`src/hw/rtl/positional_list_engine_macros.svh`:
```
// assertion macros shared by the list engine
`ifndef POSITIONAL_LIST_ENGINE_MACROS_SVH
`define POSITIONAL_LIST_ENGINE_MACROS_SVH

// same-cycle implication under synchronous reset
`define PLE_ASSERT_NOW(label, clk, rst_n, ante, cons) \
  label: assert property (@(posedge clk) disable iff (!rst_n) (ante) |-> (cons)) \
    else $error("list engine check failed");

// next-cycle implication under synchronous reset
`define PLE_ASSERT_NEXT(label, clk, rst_n, ante, cons) \
  label: assert property (@(posedge clk) disable iff (!rst_n) (ante) |=> (cons)) \
    else $error("list engine check failed");

`endif

```
`src/hw/rtl/ple_pkg.sv`:
```
// types, codes and defaults for the positional list engine
package ple_pkg;

  localparam int unsigned DEPTH_DEFAULT = 16;

  localparam logic [1:0] OP_INSERT = 2'd0;
  localparam logic [1:0] OP_DELETE = 2'd1;
  localparam logic [1:0] OP_SWAP   = 2'd2;

  localparam logic [1:0] ST_OK    = 2'd0;
  localparam logic [1:0] ST_RANGE = 2'd1;
  localparam logic [1:0] ST_EMPTY = 2'd2;
  localparam logic [1:0] ST_FULL  = 2'd3;

  localparam logic [2:0] MODE_HOLD   = 3'd0;
  localparam logic [2:0] MODE_INSERT = 3'd1;
  localparam logic [2:0] MODE_DELETE = 3'd2;
  localparam logic [2:0] MODE_SWAP   = 3'd3;
  localparam logic [2:0] MODE_ROTATE = 3'd4;

  typedef struct packed {
    logic [1:0] operation;
    logic [7:0] position;
    logic [7:0] value_in;
  } in_t;

  typedef struct packed {
    logic [1:0] status;
    logic [4:0] entry_count;
    logic [3:0] entry_index;
    logic [7:0] entry_value;
    logic       entry_valid;
    logic       last;
  } out_t;

  // broadcast to every cell of the chain
  typedef struct packed {
    logic [2:0] mode;
    logic [7:0] pos;
    logic [7:0] value;
    logic [7:0] last_idx;
  } ctrl_t;

endpackage

```
`src/hw/rtl/ple_cell.sv`:
```
// one list slot: holds a byte and takes a neighbour's byte on shifts
module ple_cell #(
  parameter int unsigned IDX = 0
) (
  input  logic              clk,
  input  ple_pkg::ctrl_t    ctrl,
  input  logic [7:0]        left_val,
  input  logic [7:0]        right_val,
  input  logic [7:0]        wrap_val,
  output logic [7:0]        val_out
);

  localparam logic [7:0] IX = 8'(IDX);

  logic [7:0] val_r;
  logic [7:0] val_nxt;
  logic [8:0] pos_inc;

  assign pos_inc = {1'b0, ctrl.pos} + 9'd1;

  always_comb begin
    val_nxt = val_r;
    unique case (ctrl.mode)
      ple_pkg::MODE_HOLD: val_nxt = val_r;
      ple_pkg::MODE_INSERT: begin
        if (IX > ctrl.pos) val_nxt = left_val;
        else if (IX == ctrl.pos) val_nxt = ctrl.value;
      end
      ple_pkg::MODE_DELETE: begin
        if (IX >= ctrl.pos) val_nxt = right_val;
      end
      ple_pkg::MODE_SWAP: begin
        if (IX == ctrl.pos) val_nxt = right_val;
        else if (pos_inc == {1'b0, IX}) val_nxt = left_val;
      end
      ple_pkg::MODE_ROTATE: begin
        // the slot at the tail of the list takes the head's byte
        if (IX == ctrl.last_idx) val_nxt = wrap_val;
        else val_nxt = right_val;
      end
      default: val_nxt = val_r;
    endcase
  end

  always_ff @(posedge clk) begin
    val_r <= val_nxt;
  end

  assign val_out = val_r;

endmodule

```
`src/hw/rtl/positional_list_engine.sv`:
```
// top level of the positional list engine: control and chain of slots
//
// usage
//   in_valid/in_ready carry one operation beat (insert, delete, swap
//   with successor). out_valid/out_ready carry the dump beats that
//   follow it: one beat per list entry in order, or one marker beat with
//   entry_valid low when the list is empty; last marks the final beat.
//   An operation is applied to the whole row of slots in the cycle it is
//   accepted; the dump then rotates the row by one slot a cycle, reading
//   the head, so after count rotations the row is back in order.
//   Acceptance of an operation sets the dump state, from which the
//   first dump beat is loaded into the output register. A new
//   operation is taken as soon as the last beat is loaded into the
//   output register, while that beat still waits.
//   A stall on out_ready freezes the rotation and the output register.
//   Reset empties the list (count zero) and drops any pending beat; the
//   slot contents are not cleared and are never read before written.
module positional_list_engine #(
  parameter int unsigned DEPTH = ple_pkg::DEPTH_DEFAULT
) (
  input  logic           clk,
  input  logic           rst_n,
  input  logic           in_valid,
  output logic           in_ready,
  input  ple_pkg::in_t   in_data,
  output logic           out_valid,
  input  logic           out_ready,
  output ple_pkg::out_t  out_data
);

`include "positional_list_engine_macros.svh"

  localparam int unsigned CW = $clog2(DEPTH + 1);

  localparam logic [0:0] S_IDLE = 1'b0;
  localparam logic [0:0] S_DUMP = 1'b1;

  logic [0:0]    state_r, state_nxt;
  logic [CW-1:0] count_r, count_nxt;
  logic [CW-1:0] dump_idx_r, dump_idx_nxt;
  logic [1:0]    status_r, status_nxt;
  logic          out_valid_r, out_valid_nxt;
  ple_pkg::out_t out_data_r, out_data_nxt;

  logic          in_fire;
  logic          load;
  logic          dump_last;
  logic [1:0]    op_status;
  logic [8:0]    pos9, cnt9, idx9;
  ple_pkg::ctrl_t ctrl;

  logic [7:0] cell_val [DEPTH];
  logic [7:0] left_v   [DEPTH];
  logic [7:0] right_v  [DEPTH];

  // chain of slots
  for (genvar g = 0; g < DEPTH; g++) begin : g_cell
    if (g == 0) begin : g_head
      assign left_v[g] = cell_val[g];
    end else begin : g_mid
      assign left_v[g] = cell_val[g-1];
    end
    if (g == DEPTH - 1) begin : g_tail
      assign right_v[g] = cell_val[0];
    end else begin : g_body
      assign right_v[g] = cell_val[g+1];
    end
    ple_cell #(.IDX(g)) u_cell (
      .clk       (clk),
      .ctrl      (ctrl),
      .left_val  (left_v[g]),
      .right_val (right_v[g]),
      .wrap_val  (cell_val[0]),
      .val_out   (cell_val[g])
    );
  end

  assign in_ready = (state_r == S_IDLE);
  assign in_fire  = in_valid && in_ready;
  assign load     = (state_r == S_DUMP) && (!out_valid_r || out_ready);

  assign pos9 = {1'b0, in_data.position};
  assign cnt9 = 9'(count_r);
  assign idx9 = 9'(dump_idx_r);

  // range and fill checks, in the order the operations apply them
  always_comb begin
    op_status = ple_pkg::ST_OK;
    unique case (in_data.operation)
      ple_pkg::OP_INSERT: begin
        if (pos9 > cnt9) op_status = ple_pkg::ST_RANGE;
        else if (cnt9 == 9'(DEPTH)) op_status = ple_pkg::ST_FULL;
      end
      ple_pkg::OP_DELETE: begin
        if (cnt9 == 9'd0) op_status = ple_pkg::ST_EMPTY;
        else if (pos9 >= cnt9) op_status = ple_pkg::ST_RANGE;
      end
      ple_pkg::OP_SWAP: begin
        if (cnt9 < 9'd2) op_status = ple_pkg::ST_EMPTY;
        else if (pos9 > cnt9 - 9'd2) op_status = ple_pkg::ST_RANGE;
      end
      default: op_status = ple_pkg::ST_OK;
    endcase
  end

  assign dump_last = (cnt9 == 9'd0) || (idx9 + 9'd1 == cnt9);

  always_comb begin
    ctrl.mode     = ple_pkg::MODE_HOLD;
    ctrl.pos      = in_data.position;
    ctrl.value    = in_data.value_in;
    ctrl.last_idx = 8'(cnt9 - 9'd1);
    if (in_fire && op_status == ple_pkg::ST_OK) begin
      case (in_data.operation)
        ple_pkg::OP_INSERT: ctrl.mode = ple_pkg::MODE_INSERT;
        ple_pkg::OP_DELETE: ctrl.mode = ple_pkg::MODE_DELETE;
        ple_pkg::OP_SWAP:   ctrl.mode = ple_pkg::MODE_SWAP;
        default:            ctrl.mode = ple_pkg::MODE_HOLD;
      endcase
    end else if (load && cnt9 != 9'd0) begin
      ctrl.mode = ple_pkg::MODE_ROTATE;
    end
  end

  always_comb begin
    state_nxt     = state_r;
    count_nxt     = count_r;
    dump_idx_nxt  = dump_idx_r;
    status_nxt    = status_r;
    out_valid_nxt = out_valid_r;
    out_data_nxt  = out_data_r;

    if (out_valid_r && out_ready) out_valid_nxt = 1'b0;

    if (in_fire) begin
      state_nxt    = S_DUMP;
      status_nxt   = op_status;
      dump_idx_nxt = '0;
      if (op_status == ple_pkg::ST_OK) begin
        if (in_data.operation == ple_pkg::OP_INSERT) count_nxt = count_r + CW'(1);
        else if (in_data.operation == ple_pkg::OP_DELETE) count_nxt = count_r - CW'(1);
      end
    end

    if (load) begin
      out_valid_nxt            = 1'b1;
      out_data_nxt.status      = status_r;
      out_data_nxt.entry_count = cnt9[4:0];
      out_data_nxt.entry_index = idx9[3:0];
      out_data_nxt.entry_valid = (cnt9 != 9'd0);
      out_data_nxt.entry_value = (cnt9 != 9'd0) ? cell_val[0] : 8'd0;
      out_data_nxt.last        = dump_last;
      dump_idx_nxt             = dump_idx_r + CW'(1);
      if (dump_last) state_nxt = S_IDLE;
    end
  end

  always_ff @(posedge clk) begin
    if (!rst_n) begin
      state_r     <= S_IDLE;
      count_r     <= '0;
      dump_idx_r  <= '0;
      status_r    <= ple_pkg::ST_OK;
      out_valid_r <= 1'b0;
    end else begin
      state_r     <= state_nxt;
      count_r     <= count_nxt;
      dump_idx_r  <= dump_idx_nxt;
      status_r    <= status_nxt;
      out_valid_r <= out_valid_nxt;
    end
  end

  always_ff @(posedge clk) begin
    out_data_r <= out_data_nxt;
  end

  assign out_valid = out_valid_r;
  assign out_data  = out_data_r;

  `PLE_ASSERT_NEXT(a_accept_starts_dump, clk, rst_n, in_fire, state_r == S_DUMP)
  `PLE_ASSERT_NOW(a_count_bounded, clk, rst_n, 1'b1, cnt9 <= 9'(DEPTH))
  `PLE_ASSERT_NOW(a_dump_idx_in_list, clk, rst_n, state_r == S_DUMP, idx9 < cnt9 || idx9 == 9'd0)

endmodule

```
`config.mk`:
```
export PLATFORM = sky130hd
export DESIGN_NAME = positional_list_engine
export DESIGN_NICKNAME = d
export VERILOG_FILES = /design/src/hw/rtl/ple_pkg.sv /design/src/hw/rtl/ple_cell.sv /design/src/hw/rtl/positional_list_engine.sv
export VERILOG_INCLUDE_DIRS = /design/src /design/src/hw/rtl
export SDC_FILE = /design/constraint.sdc
export NUM_CORES = 1
export LEC_CHECK = 0
export CELL_PAD_IN_SITES_DETAIL_PLACEMENT = 1
export CELL_PAD_IN_SITES_GLOBAL_PLACEMENT = 1
export CORE_ASPECT_RATIO = 0.7
export CORE_MARGIN = 3
export CORE_UTILIZATION = 55
export DETAILED_ROUTE_END_ITERATION = 12
export DONT_BUFFER_PORTS = 1
export PLACE_DENSITY_LB_ADDON = 0.1
export SYNTH_ARGS = -nofsm -noshare
export SYNTH_HDL_FRONTEND = slang
export SYNTH_SLANG_ARGS = --single-unit
```
`constraint.sdc`:
```
create_clock -name clk -period 8.75 [get_ports clk]
set_clock_uncertainty 0.05 [all_clocks]
set_input_delay 1.3125 -clock clk [delete_from_list [all_inputs] [get_ports clk]]
set_output_delay 1.3125 -clock clk [all_outputs]
set_load 0.02 [all_outputs]
```
Word-level counts from Yosys, hierarchy flattened
Cells that the tools add are included.

word-level totals
  bits in registers = 163
  input bits = 22
  output and inout bits = 23
  word-level logic and storage cells = 337

cells by class
  add/subtract/negate cells = 7
  $lt $le $gt $ge = 36
  equal/unequal tests = 102
  mux-type cells = 129
  bitwise operators = 1
  reduce and logical (&&, ||, !) cells = 35

operator list
  operator               count
  $mux W8                94
  $pmux W8 S4            16
  $eq A4 B8 Y1 const A   15
  $ne A3 B1 Y1 const B   30
  $eq A9 B4 Y1 const B   8
  $eq A3 B8 Y1 const A   8
  $ge A4 B8 Y1 const A   8
  $gt A4 B8 Y1 const A   8
  $reduce_and A4 Y1      15
  $eq A9 B3 Y1 const B   4
  $ne A2 B1 Y1 const B   18
  $eq A2 B8 Y1 const A   4
  $ge A3 B8 Y1 const A   4
  $gt A3 B8 Y1 const A   4
  $mux W5                4
  $eq A9 B2 Y1 const B   2
  $eq A1 B8 Y1 const A   2
  $ge A1 B8 Y1 const A   2
  $ge A2 B8 Y1 const A   2
  $gt A1 B8 Y1 const A   2
  $gt A2 B8 Y1 const A   2
  $logic_not A8 Y1       2
  $pmux W2 S3            2
  $add A5 B1 Y5 const B  2
  other kinds (32)       52

Logic depth before layout (Yosys ltp)
  word-level depth = 11
  depth in mapped cells = 17
  depth with buffers taken out = 13

Modules after synthesis
A second synthesis with hierarchy kept.

second synthesis, totals
  cell total of the unflattened synthesis = 1601
  area total of the unflattened synthesis = 15527.4 um2

by module, submodules not included
  module                        instances  cells an instance  area each (um2)  sequential area each (um2)
  positional_list_engine        1          217                2223.4           910.9
  ple_cell (g_cell[5].u_cell)   1          88                 929.6            240.2
  ple_cell (g_cell[7].u_cell)   1          89                 894.6            240.2
  ple_cell (g_cell[6].u_cell)   1          89                 889.6            240.2
  ple_cell (g_cell[3].u_cell)   1          90                 877.1            240.2
  ple_cell (g_cell[9].u_cell)   1          105                864.6            240.2
  ple_cell (g_cell[11].u_cell)  1          89                 850.8            240.2
  ple_cell (g_cell[2].u_cell)   1          81                 845.8            240.2
  ple_cell (g_cell[1].u_cell)   1          78                 832.0            240.2
  ple_cell (g_cell[13].u_cell)  1          106                822.0            240.2
  ple_cell (g_cell[0].u_cell)   1          82                 814.5            240.2
  ple_cell (g_cell[15].u_cell)  1          96                 810.8            240.2
  ple_cell (g_cell[14].u_cell)  1          81                 790.8            240.2
  ple_cell (g_cell[12].u_cell)  1          79                 783.3            240.2
  3 more rows                   --         --                 --               --

Worst setup path after synthesis
OpenSTA, ideal clock, no wires.

  path kind = input-to-reg
  start point = in in_data[8] in the netlist's numbering
  end point = reg g_cell[15].u_cell.val_r[0] (enable)
  setup time = 0.388 ns
  data arrival time = 4.021 ns
  data required time = 8.312 ns
  slack = 4.291 ns
  stages on the path = 12
  buffers on the path = 3
  cells stage by stage = clkbuf_1 > inv_1 > ha_1 > a41o_1 > a21oi_1 > o41a_4 > and2_4 > nand2_2 > buf_6 > buf_4 > nor2_1 > a221oi_1

on the way
  word-level cells in the longest chain between the ends = 10
  elaborated cells between the ends (all ways) = 26
  those cells by class = 1 x add/sub; 5 x order compare; 9 x eq/ne; 7 x mux; 4 x reduce/logical

RTL lines
  element                                                      RTL line                                                     text
  from (decl)                                                  positional_list_engine.sv:25                                 input ple_pkg::in_t in_data,
  $gt A8 B9 Y1 or $ge A8 B5 Y1 (tied branches)                 positional_list_engine.sv:100, positional_list_engine.sv:96
  $mux W1, on equally long branches                            positional_list_engine.sv:100, positional_list_engine.sv:96
  $mux W2, on equally long branches                            positional_list_engine.sv:99, positional_list_engine.sv:95
  $pmux W2 S3                                                  positional_list_engine.sv:89                                 unique case (in_data.operation)
  $logic_not A2 Y1                                             positional_list_engine.sv:113                                if (in_fire && op_status == ple_pkg::ST_OK) begin
  $logic_and A1 B1 Y1                                          positional_list_engine.sv:113
  $mux W3                                                      positional_list_engine.sv:113
  $eq A3 B2 Y1, or another cell as far along                   ple_cell.sv:23                                               unique case (ctrl.mode)
  $ne A3 B1 Y1 (no source line), or another cell as far along  --
  $reduce_and A4 Y1 (no source line) *                         --
  to (signal assigned)                                         ple_cell.sv:46                                               val_r <= val_nxt;
  to (decl)                                                    ple_cell.sv:15                                               logic [7:0] val_r;

Every way passes the cells marked *; elsewhere a longest branch is shown, timed or not.
A chain may end at the register's enable or synchronous reset.

Final worst setup path
  start point = reg count_r[1]
  end point = reg g_cell[8].u_cell.val_r[7] (enable)

on the way
  word-level cells in the longest chain between the ends = 11
  elaborated cells between the ends (all ways) = 29
  those cells by class = 1 x add/sub; 4 x order compare; 8 x eq/ne; 9 x mux; 7 x reduce/logical

RTL lines
  element                                                      RTL line                       text
  from (decl)                                                  positional_list_engine.sv:39   logic [CW-1:0] count_r, count_nxt;
  from (signal assigned)                                       positional_list_engine.sv:167  count_r <= count_nxt;
  $sub A5 B2 Y6                                                positional_list_engine.sv:100  else if (pos9 > cnt9 - 9'd2) op_status = ple_pkg::ST_RANGE;
  $gt A8 B9 Y1                                                 positional_list_engine.sv:100
  $mux W1                                                      positional_list_engine.sv:100
  $mux W2                                                      positional_list_engine.sv:99   if (cnt9 < 9'd2) op_status = ple_pkg::ST_EMPTY;
  $pmux W2 S3                                                  positional_list_engine.sv:89
  $logic_not A2 Y1                                             positional_list_engine.sv:113
  $logic_and A1 B1 Y1                                          positional_list_engine.sv:113
  $mux W3 *                                                    positional_list_engine.sv:113
  $eq A3 B2 Y1, or another cell as far along                   ple_cell.sv:23
  $ne A3 B1 Y1 (no source line), or another cell as far along  --
  $reduce_and A4 Y1 (no source line) *                         --
  to (signal assigned)                                         ple_cell.sv:46
  to (decl)                                                    ple_cell.sv:15

Marked as above.

==> metrics.log <==
[metrics] Mapped Cells: between 1000 and 1500
[metrics] clock-pin slew reported for the worst setup and hold paths after clock tree synthesis: around 0.08 ns
[metrics] DRC violations left: 0
[metrics] pin count of the biggest net entering global routing: between 90 and 100
[metrics] number of buffers added on ports: 0
[metrics] Mapped Avg Cell Area: 9.43 sq um
[metrics] combined area of the multi-input logic cells: 0.00702 sq mm
[metrics] count of boundary I/O pins: 45
[metrics] final layout net count: between 1000 and 1500
[metrics] YS warnings: 0
[metrics] iteration-0 DRC count of the detailed router: roughly 1600
[metrics] Post-synth top flop: edfxtp_1
[metrics] overall die width: 185 um
[metrics] proportion of synthesized flip-flops having asynchronous set or reset: 0%
[metrics] layout cell share with drive strength beyond 1: 12.8%
[metrics] number of storage elements in the synthesis netlist: between 150 and 200
[metrics] slew margin rel.: around an eighth
[metrics] Synth area leaders: edfxtp_1 (36%), mux2i_1 (12%), mux2_2 (7.0%), nand2_1 (5.8%), nand3_1 (4.0%)
[metrics] Final setup viols: 0
[metrics] CTS tree: built
[metrics] detail-routed via count per cell: approximately 7.3
[metrics] number of buffers on the longest clock path: 2
[metrics] final cycle utilization of the critical path: around two thirds
[metrics] number of inserted diodes: 0
[metrics] Worst Hold Launch: status_r[0]
[metrics] wire length after detailed routing: 45.7 mm
[metrics] total power of the final layout: approximately 2600 uW
[metrics] Critical R2R Capture: g_cell[8].u_cell.val_out[7]
[metrics] HPWL Detailed: between 30 and 40 mm
[metrics] outcome: completed
[metrics] number of nets with antenna violations after detailed routing: 0
[metrics] number of standard-cell rows in the floorplan: 45
[metrics] cts bufs inserted: 17
[metrics] part of the total power dissipated in sequential elements: 45.5%
[metrics] vias post-DR: 11246
[metrics] share of synthesized area occupied by flip-flops and latches: around two fifths
[metrics] Min Clock Period, post-route: 5.74 ns
[metrics] WHS Endpoint: out_data[19]
[metrics] Post-CTS Resized: 0
[metrics] number of distinct library cell variants in the gate-level netlist after synthesis: 68
[metrics] total net switching power: approximately 960 uW
[metrics] arrival time reported for the critical path endpoint: roughly 5.8 ns
[metrics] Fin. Hold Viols: 0
[metrics] Num Clock Sinks: approximately 160
[metrics] layout filler cell count: 2436
[metrics] internal power consumption: ~1700 uW
[metrics] DR pass1 iterations: 5
[metrics] critical-path maximum fanout: slightly below 70
[metrics] vias in the first global route: about 11000
[metrics] switching portion of total power: between 30% and 40%
[metrics] die height: around 130 um
[metrics] most used standard cells in the synthesized netlist: nand2_1 (189), mux2i_1 (153), edfxtp_1 (149)
[metrics] Total Die Area: 0.0242 sq mm
[metrics] kind of end point of the critical path: flop
[metrics] total of max-cap violations: 0
[metrics] global-route wire length before repair: 68.4 mm
[metrics] leakage power: between 0.005 and 0.006 uW
[metrics] number of H-tree levels: 4
[metrics] classification of the worst setup path: flop to flop
[metrics] Routability Congestion: 0.944
[metrics] net count after synthesis: 1347
[metrics] r2r worst-path depth: 14
[metrics] most area-hungry cell type in the Yosys netlist: edfxtp_1
[metrics] clock tree root buffer cell: clkbuf_16
[metrics] Tightest Pin Transition: 1.32 ns
[metrics] buffers inserted during post-CTS setup optimization: 0
[metrics] fraction of power consumed by the clock network: 29.2%
[metrics] worst IR drop on VDD: between 100 and 150 uV
[metrics] Floorplan Core Area: approximately 0.022 sq mm
[metrics] total power density per cell area: 203 mW/mm^2
[metrics] unrepaired setup endpoints after global routing: no
[metrics] Comb pwr share: between 20% and 30%
[metrics] number of flops mapped to enable cells by yosys: about 150
[metrics] number of antenna violations at the first check in global routing: 0
[metrics] sequential cell area: about 0.0048 sq mm
[metrics] Crit Reg-Reg Startpoint: count_r[1]
[metrics] critical path startpoint category: flop
[metrics] maximum frequency from static timing analysis: 174 MHz
[metrics] required time of the worst setup path: approximately 9 ns
[metrics] post-synth top area share: between 30 and 40%
[metrics] Syn Std Cell Area: ~0.012 sq mm
[metrics] hold path depth: 0
[metrics] Slew Limit Fails: 0
[metrics] Min-Delay Path Class: flop to flop
[metrics] most numerous cell in the Yosys netlist: nand2_1
[metrics] CTS hold repair buffers: 0
[metrics] initial cell density of the core: between 50% and 60%
[metrics] signed area change from the synthesized netlist to the final layout: 6.04%
[metrics] overall overflow remaining after global route: 0
[metrics] Overall Global Routing Usage: approximately 38%
[metrics] setup total negative slack: 0 ns
[metrics] Clock Latency Late Sink: 0.45 ns
[metrics] post-detailed-route wirelength per cell: ~30 um
[metrics] R2R Setup Slk: about 3 ns
[worst max path at each step]
| stage | endpoint | slack, ns | start | cells after the start |
|---|---|---|---|---|
| after floorplan | g_cell[15].u_cell.val_out[0] | 4.29 | in_data[8] | 12 |
| after global placement | g_cell[8].u_cell.val_out[0] | 3.42 | count_r[1] | 14 |
| after detailed placement | g_cell[8].u_cell.val_out[2] | 3.20 | count_r[1] | 14 |
| after CTS | g_cell[8].u_cell.val_out[3] | 3.15 | count_r[1] | 14 |
| after global routing | g_cell[8].u_cell.val_out[3] | 2.63 | count_r[1] | 14 |
| final | g_cell[8].u_cell.val_out[7] | 3.01 | count_r[1] | 14 |
[through the flow]
step | hold WS (ns) | cells | area [sq um] | setup WS (ns) | util (%)
CTS | 0.386 | 1542 | 13000 | 3.15 | 59.7
global route | 0.411 | 1542 | 13000 | 2.63 | 59.7
floorplan | 0.353 | 1301 | 12300 | 4.29 | -
global placement | 0.365 | 1510 | 12400 | 3.42 | 57.0
finish | 0.386 | 1542 | 13000 | 3.01 | 59.7
detailed placement | 0.368 | 1510 | 12400 | 3.20 | 57.0
[cell families (layout without fill, tap and decap cells)]
family | count (synthesis) | after routing | share of synthesized area (%)
multiplexers | 230 | 230 | 19.6
flip-flops | 163 | 163 | 38.8
adder cells (fa/ha/maj) | 24 | 24 | 2.51
AND/OR/NAND/NOR | 414 | 414 | 15.6
AO/OA/AOI/OAI | 330 | 330 | 18.3
buffers and inverters | 126 | 85 | 4.24
XOR/XNOR | 14 | 14 | 1.00
[area by class of cell]
class | instances | share of cell area [%]
multi-input combinational | 1012 | 54.0
sequential | 163 | 36.6
clock inverter | 14 | 1.00
inverter | 27 | 0.779
timing repair buffer | 26 | 1.50
tap | 282 | 2.71
clock buffer | 18 | 3.46
[worst max-delay path, stage by stage (launching register included)]
cell and delay [ns]:
dfxtp_1 0.48, inv_1 0.25, ha_1 0.30, nor2b_1 0.44
nand2_1 0.28, ha_1 0.38, nand4b_1 0.12, a211oi_1 0.05
o21ai_0 0.20, o41ai_1 0.19, a31o_2 0.35, nand2_4 0.43
buf_4 0.65, nor3_1 0.13, a211oi_1 1.04
[layout by cell type, fill, tap and decap left out, types with 5 or more instances in the layout]
| cell type | Yosys | final |
|---|---|---|
| nand2_1 | 189 | 188 |
| mux2i_1 | 153 | 153 |
| edfxtp_1 | 149 | 149 |
| nand3_1 | 97 | 97 |
| o21ai_0 | 86 | 85 |
| mux2_2 | 76 | 76 |
| a21oi_1 | 73 | 73 |
| o221ai_1 | 46 | 46 |
| nor2_1 | 42 | 41 |
| o211ai_1 | 41 | 41 |
| inv_1 | 26 | 26 |
| buf_4 | 2 | 26 |
| ha_1 | 23 | 23 |
| clkbuf_16 | 0 | 18 |
| and2_1 | 16 | 16 |
| dfxtp_1 | 14 | 14 |
| nor2b_1 | 13 | 13 |
| xnor2_1 | 12 | 12 |
| a211oi_1 | 12 | 12 |
| nand2b_1 | 11 | 11 |
| nor3b_1 | 10 | 10 |
| a22o_1 | 8 | 8 |
| inv_6 | 0 | 8 |
| nor3_1 | 7 | 7 |
| o221a_2 | 7 | 7 |
| a211o_1 | 7 | 7 |
| and3_1 | 6 | 6 |
| o22a_1 | 6 | 6 |
| a21o_1 | 5 | 5 |
| a21boi_0 | 5 | 5 |
[routing by layer]
metal,vias up,global-route usage (%),part of all wire [%]
met4,0,10.2,2.4
met1,5612,57.8,45
met2,743,52.4,41
met3,83,9.93,12
met5,-,0.800,0
li1,4808,-,-
[power by group through the flow]
stage / sequential (uW) / combinational, uW / clock, uW
floorplan: 1100 / 503 / 0
global placement: 1200 / 616 / 0
detailed placement: 1200 / 643 / 0
CTS: 1190 / 651 / 767
global route: 1200 / 724 / 797
finish: 1200 / 666 / 770
[state kept, by name, indices dropped and copies added (netlist names)]
name / flops
out_data: 21
status_r: 2
g_cell.u_cell.val_out: 128
dump_idx_r: 5
out_valid: 1
count_r: 5
state_r: 1
(Power assumes the default switching activity.)
